<file path="config.mk">
export PLATFORM = sky130hd
export DESIGN_NAME = window_minimizer_select_flat
export DESIGN_NICKNAME = d
export VERILOG_FILES = /design/src/hw/rtl/wms_pkg.sv /design/src/hw/rtl/wms_if.sv /design/src/hw/rtl/wms_ram.sv /design/src/hw/rtl/wms_dp.sv /design/src/hw/rtl/wms_ctrl.sv /design/src/hw/rtl/window_minimizer_select.sv /design/src/flat_wrapper.sv
export SDC_FILE = /design/constraint.sdc
export NUM_CORES = 1
export LEC_CHECK = 0
export ABC_AREA = 1
export BUFFER_PORTS_ARGS = -buffer_cell sky130_fd_sc_hd__buf_2
export CORE_MARGIN = 2
export CORE_UTILIZATION = 50
export DETAILED_ROUTE_END_ITERATION = 6
export MAX_ROUTING_LAYER = met4
export PLACE_DENSITY = 0.65
export SETUP_SLACK_MARGIN = 0.1
export SLEW_MARGIN = 15
export SYNTH_ARGS = -nofsm -noshare
export SYNTH_HDL_FRONTEND = slang
export SYNTH_SLANG_ARGS = --single-unit
</file>
<file path="constraint.sdc">
create_clock -name clk -period 5.4 [get_ports clk]
set_input_delay 0.54 -clock clk [delete_from_list [all_inputs] [get_ports clk]]
set_output_delay 0.54 -clock clk [all_outputs]
set_load 0.05 [all_outputs]
</file>
<file path="src/hw/rtl/wms_pkg.sv">
// wms_pkg: constants, codes and controller/datapath bundles for the
// window minimizer select block. No dependencies.
`default_nettype none

package wms_pkg;

	localparam int MAX_KMERS = 64;
	localparam int RANK_BITS = 16;

	localparam int RANK_IN_W = 16;
	localparam int WIN_W     = 7;
	localparam int POS_W     = 6;
	localparam int ST_W      = 2;
	localparam int CNT_W     = $clog2(MAX_KMERS + 1);
	localparam int ADDR_W    = $clog2(MAX_KMERS);
	localparam int SUM_W     = ((CNT_W > WIN_W) ? CNT_W : WIN_W) + 1;

	localparam logic [WIN_W-1:0] WIN_RESET = WIN_W'(8);

	typedef enum logic [ST_W-1:0] {
		ST_OK       = 2'd0,
		ST_UNKNOWN  = 2'd1,
		ST_FEW      = 2'd2,
		ST_OVERFLOW = 2'd3
	} status_t;

	typedef enum logic [1:0] {
		OUT_STATUS = 2'd0,
		OUT_PEND   = 2'd1,
		OUT_FINAL  = 2'd2
	} out_kind_t;

	typedef struct packed {
		logic      load;
		logic      clear_seq;
		logic      scan_init;
		logic      issue;
		logic      win_next;
		logic      take_best;
		logic      push;
		out_kind_t kind;
	} cmd_t;

	typedef struct packed {
		status_t st;
		logic    issue_last;
		logic    last_window;
		logic    best_new;
		logic    pend_valid;
		logic    out_free;
	} sts_t;

endpackage

`default_nettype wire

</file>
<file path="src/hw/rtl/wms_if.sv">
// Request channels of the window minimizer select block: k-mer input and
// minimizer result. Depends on wms_pkg.
`default_nettype none

interface wms_in_if
	import wms_pkg::*;
();
	logic                 valid;
	logic                 ready;
	logic [RANK_IN_W-1:0] kmer_rank;
	logic                 kmer_known;
	logic                 last_kmer;

	modport source (output valid, kmer_rank, kmer_known, last_kmer, input ready);
	modport sink   (input valid, kmer_rank, kmer_known, last_kmer, output ready);
endinterface

interface wms_out_if
	import wms_pkg::*;
();
	logic             valid;
	logic             ready;
	logic [POS_W-1:0] min_position;
	logic [ST_W-1:0]  status;
	logic             no_position;
	logic             last_result;

	modport source (output valid, min_position, status, no_position, last_result,
		input ready);
	modport sink   (input valid, min_position, status, no_position, last_result,
		output ready);
endinterface

`default_nettype wire

</file>
<file path="src/hw/rtl/wms_ram.sv">
// wms_ram: generic single-write, single-read RAM with registered read data.
// No dependencies.
`default_nettype none

module wms_ram #(
	parameter int WIDTH = 16,
	parameter int DEPTH = 64
) (
	input  wire logic                     clk,
	input  wire logic                     we,
	input  wire logic [$clog2(DEPTH)-1:0] waddr,
	input  wire logic [WIDTH-1:0]         wdata,
	input  wire logic [$clog2(DEPTH)-1:0] raddr,
	output logic      [WIDTH-1:0]         rdata
);

	logic [WIDTH-1:0] mem_q [DEPTH];
	logic [WIDTH-1:0] rdata_q;

	always_ff @(posedge clk) begin
		if (we) begin
			mem_q[waddr] <= wdata;
		end
		rdata_q <= mem_q[raddr];
	end

	assign rdata = rdata_q;

endmodule

`default_nettype wire

</file>
<file path="src/hw/rtl/wms_dp.sv">
// wms_dp: datapath - sequence counters, rank store, window scan, pending
// result and output register. Depends on wms_pkg and wms_ram.
`default_nettype none

module wms_dp
	import wms_pkg::*;
(
	input  wire logic                 clk,
	input  wire logic                 arst_n,
	input  wire logic                 cfg_we,
	input  wire logic [WIN_W-1:0]     cfg_wdata,
	input  wire logic [RANK_IN_W-1:0] kmer_rank,
	input  wire logic                 kmer_known,
	input  wire cmd_t                 cmd,
	output sts_t                      sts,
	input  wire logic                 out_ready,
	output logic                      out_valid,
	output logic      [POS_W-1:0]     min_position,
	output logic      [ST_W-1:0]      status,
	output logic                      no_position,
	output logic                      last_result
);

	logic [WIN_W-1:0]     window_q;
	logic [CNT_W-1:0]     count_q;
	logic                 unknown_q;
	logic                 overflow_q;
	logic [CNT_W-1:0]     start_q;
	logic [CNT_W-1:0]     idx_q;
	logic                 rd_valid_s1;
	logic [CNT_W-1:0]     rd_pos_s1;
	logic [RANK_BITS-1:0] best_rank_q;
	logic [CNT_W-1:0]     best_pos_q;
	logic                 pend_valid_q;
	logic [CNT_W-1:0]     pend_pos_q;
	logic                 out_valid_q;
	logic [POS_W-1:0]     out_pos_q;
	logic [ST_W-1:0]      out_st_q;
	logic                 out_nopos_q;
	logic                 out_last_q;

	logic [WIN_W-1:0]     win;
	logic [SUM_W-1:0]     win_ext;
	logic                 has_room;
	logic                 store_we;
	logic [RANK_BITS-1:0] rd_rank;
	logic                 take_read;
	status_t              seq_st;

	// zero window behaves as one
	assign win     = (window_q == '0) ? WIN_W'(1) : window_q;
	assign win_ext = SUM_W'(win);

	assign has_room = (count_q < CNT_W'(MAX_KMERS));
	assign store_we = cmd.load && has_room;

	wms_ram #(
		.WIDTH(RANK_BITS),
		.DEPTH(MAX_KMERS)
	) u_rank_ram (
		.clk  (clk),
		.we   (store_we),
		.waddr(count_q[ADDR_W-1:0]),
		.wdata(RANK_BITS'(kmer_rank)),
		.raddr(idx_q[ADDR_W-1:0]),
		.rdata(rd_rank)
	);

	always_comb begin
		if (overflow_q) begin
			seq_st = ST_OVERFLOW;
		end else if (unknown_q) begin
			seq_st = ST_UNKNOWN;
		end else if (SUM_W'(count_q) < win_ext) begin
			seq_st = ST_FEW;
		end else begin
			seq_st = ST_OK;
		end
	end

	assign take_read = rd_valid_s1 && ((rd_pos_s1 == start_q) || (rd_rank < best_rank_q));

	assign sts.st          = seq_st;
	assign sts.issue_last  = (SUM_W'(idx_q) + SUM_W'(1)) == (SUM_W'(start_q) + win_ext);
	assign sts.last_window = (SUM_W'(start_q) + win_ext) == SUM_W'(count_q);
	assign sts.best_new    = !pend_valid_q || (best_pos_q != pend_pos_q);
	assign sts.pend_valid  = pend_valid_q;
	assign sts.out_free    = !out_valid_q || out_ready;

	always_ff @(posedge clk or negedge arst_n) begin
		if (!arst_n) begin
			window_q     <= WIN_RESET;
			count_q      <= '0;
			unknown_q    <= 1'b0;
			overflow_q   <= 1'b0;
			rd_valid_s1  <= 1'b0;
			pend_valid_q <= 1'b0;
			out_valid_q  <= 1'b0;
		end else begin
			if (cfg_we) begin
				window_q <= cfg_wdata;
			end
			if (cmd.clear_seq) begin
				count_q    <= '0;
				unknown_q  <= 1'b0;
				overflow_q <= 1'b0;
			end else if (cmd.load) begin
				if (has_room) begin
					count_q <= count_q + CNT_W'(1);
					if (!kmer_known) begin
						unknown_q <= 1'b1;
					end
				end else begin
					overflow_q <= 1'b1;
				end
			end
			rd_valid_s1 <= cmd.issue;
			if (cmd.scan_init) begin
				pend_valid_q <= 1'b0;
			end else if (cmd.take_best) begin
				pend_valid_q <= 1'b1;
			end
			if (cmd.push) begin
				out_valid_q <= 1'b1;
			end else if (out_ready) begin
				out_valid_q <= 1'b0;
			end
		end
	end

	always_ff @(posedge clk) begin
		if (cmd.scan_init) begin
			start_q <= '0;
			idx_q   <= '0;
		end else if (cmd.win_next) begin
			start_q <= start_q + CNT_W'(1);
			idx_q   <= start_q + CNT_W'(1);
		end else if (cmd.issue) begin
			idx_q <= idx_q + CNT_W'(1);
		end
		rd_pos_s1 <= idx_q;
		if (take_read) begin
			best_rank_q <= rd_rank;
			best_pos_q  <= rd_pos_s1;
		end
		if (cmd.take_best) begin
			pend_pos_q <= best_pos_q;
		end
		if (cmd.push) begin
			case (cmd.kind)
				OUT_PEND: begin
					out_pos_q   <= POS_W'(pend_pos_q);
					out_st_q    <= ST_OK;
					out_nopos_q <= 1'b0;
					out_last_q  <= 1'b0;
				end
				OUT_FINAL: begin
					out_pos_q   <= POS_W'(pend_pos_q);
					out_st_q    <= ST_OK;
					out_nopos_q <= 1'b0;
					out_last_q  <= 1'b1;
				end
				default: begin
					out_pos_q   <= '0;
					out_st_q    <= seq_st;
					out_nopos_q <= 1'b1;
					out_last_q  <= 1'b1;
				end
			endcase
		end
	end

	assign out_valid    = out_valid_q;
	assign min_position = out_pos_q;
	assign status       = out_st_q;
	assign no_position  = out_nopos_q;
	assign last_result  = out_last_q;

endmodule

`default_nettype wire

</file>
<file path="src/hw/rtl/wms_ctrl.sv">
// wms_ctrl: sequencer for load, status check, window scan and result push.
// Depends on wms_pkg.
`default_nettype none

module wms_ctrl
	import wms_pkg::*;
(
	input  wire logic clk,
	input  wire logic arst_n,
	input  wire logic in_valid,
	input  wire logic last_kmer,
	output logic      in_ready,
	input  wire sts_t sts,
	output cmd_t      cmd
);

	typedef enum logic [6:0] {
		S_LOAD   = 7'b0000001,
		S_CHECK  = 7'b0000010,
		S_STAT   = 7'b0000100,
		S_SCAN   = 7'b0001000,
		S_WAIT   = 7'b0010000,
		S_DECIDE = 7'b0100000,
		S_FINAL  = 7'b1000000
	} state_t;

	state_t state_q, state_d;

	always_comb begin
		state_d  = state_q;
		cmd      = '0;
		cmd.kind = OUT_STATUS;
		in_ready = 1'b0;
		unique case (state_q)
			S_LOAD: begin
				in_ready = 1'b1;
				if (in_valid) begin
					cmd.load = 1'b1;
					if (last_kmer) begin
						state_d = S_CHECK;
					end
				end
			end
			S_CHECK: begin
				if (sts.st != ST_OK) begin
					state_d = S_STAT;
				end else begin
					cmd.scan_init = 1'b1;
					state_d       = S_SCAN;
				end
			end
			S_STAT: begin
				if (sts.out_free) begin
					cmd.push      = 1'b1;
					cmd.kind      = OUT_STATUS;
					cmd.clear_seq = 1'b1;
					state_d       = S_LOAD;
				end
			end
			S_SCAN: begin
				cmd.issue = 1'b1;
				if (sts.issue_last) begin
					state_d = S_WAIT;
				end
			end
			S_WAIT: begin
				state_d = S_DECIDE;
			end
			S_DECIDE: begin
				// a new position displaces the pending one, which then needs a slot
				if (!(sts.best_new && sts.pend_valid && !sts.out_free)) begin
					if (sts.best_new) begin
						cmd.take_best = 1'b1;
						if (sts.pend_valid) begin
							cmd.push = 1'b1;
							cmd.kind = OUT_PEND;
						end
					end
					if (sts.last_window) begin
						state_d = S_FINAL;
					end else begin
						cmd.win_next = 1'b1;
						state_d      = S_SCAN;
					end
				end
			end
			S_FINAL: begin
				if (sts.out_free) begin
					cmd.push      = 1'b1;
					cmd.kind      = OUT_FINAL;
					cmd.clear_seq = 1'b1;
					state_d       = S_LOAD;
				end
			end
			default: begin
				state_d = S_LOAD;
			end
		endcase
	end

	always_ff @(posedge clk or negedge arst_n) begin
		if (!arst_n) begin
			state_q <= S_LOAD;
		end else begin
			state_q <= state_d;
		end
	end

endmodule

`default_nettype wire

</file>
<file path="src/hw/rtl/window_minimizer_select.sv">
// window_minimizer_select: top level, joins the sequencer and the datapath.
// Depends on wms_pkg, wms_if, wms_ctrl, wms_dp (and through it wms_ram).
//
//  channel     dir  handshake       payload
//  kmers       in   valid/ready     kmer_rank[15:0], kmer_known, last_kmer
//  minimizers  out  valid/ready     min_position[5:0], status[1:0],
//                                   no_position, last_result
//  cfg         in   cfg_we only     cfg_wdata[6:0] -> window_kmers
//
// Loading: one k-mer request per cycle, kmers.ready high while loading.
// After the last k-mer comes a check state; then for a good sequence each of
// the (count - window + 1) windows is read rank by rank, bound by the single
// read port of the rank RAM (one stored rank per cycle), then decided after a
// wait step; a bad sequence gives one status request after the check state.
// Reset clears the k-mer count, flags and handshake state and loads the reset
// window of 8; the RAM needs no clearing pass, as only current entries are read.
// A stalled result output holds the scan in its decision step; the held result
// sits in the output register.
`default_nettype none

module window_minimizer_select
	import wms_pkg::*;
(
	input  wire logic             clk,
	input  wire logic             arst_n,
	input  wire logic             cfg_we,
	input  wire logic [WIN_W-1:0] cfg_wdata,
	wms_in_if.sink                kmers,
	wms_out_if.source             minimizers
);

	cmd_t cmd;
	sts_t sts;
	logic in_ready;

	assign kmers.ready = in_ready;

	wms_ctrl u_ctrl (
		.clk      (clk),
		.arst_n   (arst_n),
		.in_valid (kmers.valid),
		.last_kmer(kmers.last_kmer),
		.in_ready (in_ready),
		.sts      (sts),
		.cmd      (cmd)
	);

	wms_dp u_dp (
		.clk         (clk),
		.arst_n      (arst_n),
		.cfg_we      (cfg_we),
		.cfg_wdata   (cfg_wdata),
		.kmer_rank   (kmers.kmer_rank),
		.kmer_known  (kmers.kmer_known),
		.cmd         (cmd),
		.sts         (sts),
		.out_ready   (minimizers.ready),
		.out_valid   (minimizers.valid),
		.min_position(minimizers.min_position),
		.status      (minimizers.status),
		.no_position (minimizers.no_position),
		.last_result (minimizers.last_result)
	);

endmodule

`default_nettype wire

</file>
<file path="src/flat_wrapper.sv">
// flat-port wrapper written by rule: the top's interface ports become plain ports
module window_minimizer_select_flat import wms_pkg::*;
  (clk, arst_n, cfg_we, cfg_wdata, kmers_valid, kmers_kmer_rank, kmers_kmer_known, kmers_last_kmer, kmers_ready, minimizers_valid, minimizers_min_position, minimizers_status, minimizers_no_position, minimizers_last_result, minimizers_ready);
  wms_in_if kmers_i ();
  wms_out_if minimizers_i ();
  input  wire logic clk;
  input  wire logic arst_n;
  input  wire logic cfg_we;
  input  wire logic [WIN_W-1:0] cfg_wdata;
  input wire logic [$bits(kmers_i.valid)-1:0] kmers_valid;
  input wire logic [$bits(kmers_i.kmer_rank)-1:0] kmers_kmer_rank;
  input wire logic [$bits(kmers_i.kmer_known)-1:0] kmers_kmer_known;
  input wire logic [$bits(kmers_i.last_kmer)-1:0] kmers_last_kmer;
  output wire logic [$bits(kmers_i.ready)-1:0] kmers_ready;
  output wire logic [$bits(minimizers_i.valid)-1:0] minimizers_valid;
  output wire logic [$bits(minimizers_i.min_position)-1:0] minimizers_min_position;
  output wire logic [$bits(minimizers_i.status)-1:0] minimizers_status;
  output wire logic [$bits(minimizers_i.no_position)-1:0] minimizers_no_position;
  output wire logic [$bits(minimizers_i.last_result)-1:0] minimizers_last_result;
  input wire logic [$bits(minimizers_i.ready)-1:0] minimizers_ready;
  assign kmers_i.valid = kmers_valid;
  assign kmers_i.kmer_rank = kmers_kmer_rank;
  assign kmers_i.kmer_known = kmers_kmer_known;
  assign kmers_i.last_kmer = kmers_last_kmer;
  assign kmers_ready = kmers_i.ready;
  assign minimizers_valid = minimizers_i.valid;
  assign minimizers_min_position = minimizers_i.min_position;
  assign minimizers_status = minimizers_i.status;
  assign minimizers_no_position = minimizers_i.no_position;
  assign minimizers_last_result = minimizers_i.last_result;
  assign minimizers_i.ready = minimizers_ready;
  window_minimizer_select u_core (.clk(clk), .arst_n(arst_n), .cfg_we(cfg_we), .cfg_wdata(cfg_wdata), .kmers(kmers_i), .minimizers(minimizers_i));
endmodule
</file>
==> results summary <==
The largest single stage delay on the critical path is 800 ps. The number of top-level design ports is 42. Once placement completed, the tool counted placed cells totaling roughly 4,700. The number of DRC violations after detailed routing is 0.

The slowest stage of the critical path belongs to the cell sky130_fd_sc_hd__nor2_1. The final instance area came out at around 50,000 um^2. After Yosys synthesis, full adders, half adders and majority gates account for 0.929% of the synthesized area. Routability-driven placement finished with a final weighted congestion of between 0.8 and 0.9. The startpoint kind of the worst setup timing path is a register. The floorplan step set the die width to between 300 and 400 um.

For this run, global-route usage on met1 was measured as between 30% and 40%. The number of rows in the core area came out at 110. The average footprint of a synthesized cell is approximately 13 um^2. The biggest fanout along the worst timing path came out at 9. The data arrival time of the critical path came out at between 3000 and 4000 ps. The HPWL after detailed placement is about 67 mm. Global routing consumed, on the met3 layer, under 10% of the routing resources. The count of port buffers added during placement is between 40 and 50.

The post-synthesis instance total came out at ~3,600. The post-synthesis sequential element count is around 1,100. Yosys attributes the largest share of cell area to sky130_fd_sc_hd__edfxtp_1 (71%), sky130_fd_sc_hd__o21ai_0 (7.0%), sky130_fd_sc_hd__nor2_1 (6.1%). The ratio of cells with drive above 1 in the final layout is a little under a tenth. For this run, the number of Yosys warnings is 0. The first routing iteration left approximately 3,700 violations. The class of the most critical hold timing path is in2reg. The clock passes through at most 3 buffers.

Of the total synthesized cell area, the portion taken by AND, OR, NAND and NOR gates is 9.08%. The flow ran to the end, and the final reports show no timing, DRC or antenna violations. The highest ir drop seen on vdd is ~320 uV. Setup total negative slack on the finished layout was measured at 0 ps.

The area added between synthesis and finish is 11.9%. The number of nets with antenna violations after detailed routing came out at 0. The area used by sequential logic in the layout came out at ~33,000 um^2. TritonCTS built the clock tree.

The share of the synthesized area in compound gates (AO/OA/AOI/OAI) came out at between 10% and 20%. The pin count of the biggest net entering global routing is around 150. The global routing usage summed across all routing layers is a little over a quarter. The sequential share of the synthesized area is 73.7%. The length of the first detailed-routing pass in iterations came out at 6.

By area, the combinational part of the netlist is dominated by compound AO/OA/AOI/OAI gates. Counting the fill cells in the layout gives about 7,300. For the pin with the worst max-slew slack, the measured transition is ~1000 ps.

The number of buffer and inverter instances along the worst setup path came out at 2. The number of slew-limit violations in the final report came out at 0. The starting density of the core came out at between 50 and 60%. The cell sitting at the root of the clock tree is a sky130_fd_sc_hd__clkbuf_16. The largest clock skew in the final design is roughly 25 ps. The number of failing hold endpoints at the final stage was 0. The count of flip-flops with a built-in enable after synthesis is 1,064. Across the run, the number of max-cap violations was 0. Of all flip-flops after synthesis, the portion carrying an async set or reset was 2.31%. After synthesis, the share of cell area in mux cells is 0%. The clock insertion delay at the later pin of the skew report is 690 ps.

The cell family contributing the most delay on the critical path is simple AND/OR/NAND/NOR gates. The cell leakage power is roughly 17 nW. The power density over the cells is 494 nW/um^2. Walking the worst path, the cells encountered are nor3_2, nand4_1, nor2_1, nand2_1, inv_1, nand4_1, nor2_1, buf_4. The count of buffers added by post-CTS timing repair for setup is 0. The instance area at placement came out at 47,000 um^2.

Based on the critical path, the design can be clocked at up to ~0.29 GHz. The post-route non-filler standard cell count came out at a little under 5,000. The TritonCTS buffer count came out at between 100 and 150. For met2 alone, demand over resource in global routing was 42.0%. The count of different cell masters after synthesis came out at 47. The tree built by TritonCTS fans out to roughly 1,100 sinks. The final net count is between 3,000 and 4,000.

The library cell occupying the most area in the post-synthesis netlist is sky130_fd_sc_hd__edfxtp_1. The headroom to the max-slew limit is ~33%. The worst setup path is captured at a register. The mapped netlist covers roughly 45,000 um^2. The footprint of the multi-input gates came out at around 11,000 um^2. For this run, the leading register cell type out of synthesis is sky130_fd_sc_hd__edfxtp_1.

The area fraction of the dominant cell type after synthesis came out at between 70% and 80%. By startpoint and endpoint, the worst setup path is classified as reg2reg. The final routed wirelength across all metal layers is 123 mm.

The total setup violations reported at the end of the flow came out at 0. The total number of vias is roughly 30,000. The synthesized netlist devotes less than 1% of its cell area to XOR and XNOR gates. Setup repair after global routing left no endpoint under its margin. The area of the die came out at just over 90,000 um^2. Counting I/O delays and the setup requirement, the final critical path takes 3490 ps. The wire length of the first global-routing pass is around 180 mm.

The via count of the first global-routing pass was approximately 28,000. The y dimension of the die is a little over 300 um. Leaving out fill and tap cells, the most frequent cell in the layout is sky130_fd_sc_hd__edfxtp_1. The number of nets produced by synthesis came out at 3,636. The count of H-tree levels built during CTS is 3.

Leaving out fill and tap cells, the most frequent cells in the layout are sky130_fd_sc_hd__edfxtp_1 (1,064), sky130_fd_sc_hd__nor2_1 (740), sky130_fd_sc_hd__o21ai_0 (631). The via density per instance came out at ~6.1. The post-layout total power is between 20 and 25 mW. The worst endpoint required time came out at just under 6000 ps.

The overflow left after global routing is 0. After clock tree synthesis, the clock-pin slew on the worst setup and hold paths is approximately 70 ps. The area of the core region is 89,900 um^2. The initial antenna violation count came out at 1. The worst path uses between 60 and 70% of the clock period.

In this run the most used layer during global routing was met2. The average routed wire per standard cell is ~25 um.
[cell usage after synthesis (2+ instances only)]
cell and number:
sky130_fd_sc_hd__edfxtp_1 1064, sky130_fd_sc_hd__nor2_1 740, sky130_fd_sc_hd__o21ai_0 631, sky130_fd_sc_hd__o22ai_1 273
sky130_fd_sc_hd__clkbuf_1 186, sky130_fd_sc_hd__nand2_1 132, sky130_fd_sc_hd__inv_1 94, sky130_fd_sc_hd__nand3_1 69
sky130_fd_sc_hd__o211ai_1 44, sky130_fd_sc_hd__dfxtp_1 37, sky130_fd_sc_hd__o221ai_1 34, sky130_fd_sc_hd__ha_1 32
sky130_fd_sc_hd__buf_2 30, sky130_fd_sc_hd__a21oi_1 28, sky130_fd_sc_hd__dfrtp_1 24, sky130_fd_sc_hd__o21ai_1 23
sky130_fd_sc_hd__nand4_1 20, sky130_fd_sc_hd__xor2_1 14, sky130_fd_sc_hd__xnor2_1 13, sky130_fd_sc_hd__nor3_1 12
sky130_fd_sc_hd__buf_1 9, sky130_fd_sc_hd__inv_2 8, sky130_fd_sc_hd__nand2_2 7, sky130_fd_sc_hd__or2_1 7
sky130_fd_sc_hd__nand3_2 6, sky130_fd_sc_hd__or2_0 5, sky130_fd_sc_hd__or2_2 5, sky130_fd_sc_hd__buf_4 3
sky130_fd_sc_hd__a21boi_0 2, sky130_fd_sc_hd__clkinv_1 2, sky130_fd_sc_hd__dfstp_2 2, sky130_fd_sc_hd__nor4_2 2
[per-layer routing]
layer  vias to the layer above  wire length, um
met2                      1387            58100
met1                     14673            49600
met4                         0             4290
li1                      13282                -
met5                         -                0
met3                       228            11100
[flip-flops by register name (all words and copies together), names as in the netlist, 6 cells and up]
name / cells
u_core.u_dp.min_position: 6
u_core.u_dp.idx_q: 7
u_core.u_dp.count_q: 7
u_core.u_dp.best_pos_q: 7
u_core.u_dp.pend_pos_q: 7
u_core.u_dp.u_rank_ram.mem_q: 1024
u_core.u_dp.best_rank_q: 16
u_core.u_ctrl.state_q: 7
u_core.u_dp.start_q: 7
u_core.u_dp.rd_pos_s1: 7
u_core.u_dp.u_rank_ram.rdata: 16
u_core.u_dp.window_q: 7
[report_power, final]
group / switching [mW] / internal [mW] / total, mW
Sequential: 0.253 / 9.87 / 10.1
Clock: 3.24 / 4.43 / 7.66
Combinational: 5.25 / 1.94 / 7.20
[through the flow]
stage	worst slack, ps	util (%)	hold WS [ps]
after global placement	2050	52.3	400
final	1910	56.3	105
after CTS	1910	56.3	80.7
after detailed placement	1930	52.3	401
after floorplan	2120	-	244
after global routing	1680	56.3	115
[logic make-up after synthesis]
kind of cell / Yosys count
AO/OA/AOI/OAI: 1041
flip-flops: 1127
buffers and inverters: 334
XOR/XNOR: 27
AND/OR/NAND/NOR: 1011
adder cells (fa/ha/maj): 33
[worst reg2reg max path: stages, from the launching register on]
cell,delay [ps]
sky130_fd_sc_hd__dfrtp_1,420
sky130_fd_sc_hd__nor3_2,230
sky130_fd_sc_hd__nand4_1,210
sky130_fd_sc_hd__nor2_1,140
sky130_fd_sc_hd__nand2_1,190
sky130_fd_sc_hd__inv_1,320
sky130_fd_sc_hd__nand4_1,580
sky130_fd_sc_hd__nor2_1,810
sky130_fd_sc_hd__buf_4,310
[cell type report]
cell class | instances | share of cell area (%)
antenna | 1 | 0.00494
multi-input combinational | 2112 | 20.9
clock inverter | 60 | 1.16
inverter | 104 | 0.813
sequential | 1127 | 65.9
tap | 1176 | 2.91
timing repair buffer | 155 | 2.32
clock buffer | 141 | 5.93
[worst paths after layout]
| kind | start | to | slack (ps) | depth (start not counted) |
|---|---|---|---|---|
| min in group asynchronous | arst_n | u_core.u_dp.window_q[0] | 420 | 2 |
| hold reg to reg | u_core.u_dp.idx_q[6] | u_core.u_dp.rd_pos_s1[6] | 410 | 0 |
| setup reg to reg | u_core.u_ctrl.state_q[5] | u_core.u_dp.u_rank_ram.mem_q[3][5] | 1910 | 8 |
| setup / recovery | u_core.u_ctrl.state_q[5] | u_core.u_dp.u_rank_ram.mem_q[3][5] | 1910 | 8 |
| hold / removal | cfg_wdata[5] | u_core.u_dp.window_q[5] | 100 | 3 |
| max in group asynchronous | arst_n | u_core.u_dp.overflow_q | 4560 | 2 |
[what timing repair did]
item / CTS / global route
resized for setup: 0 / 0
endpoints found under the hold margin: 24 / 0
hold buffers: 1 / 0
No activity file was read; power rests on OpenSTA's default activity.
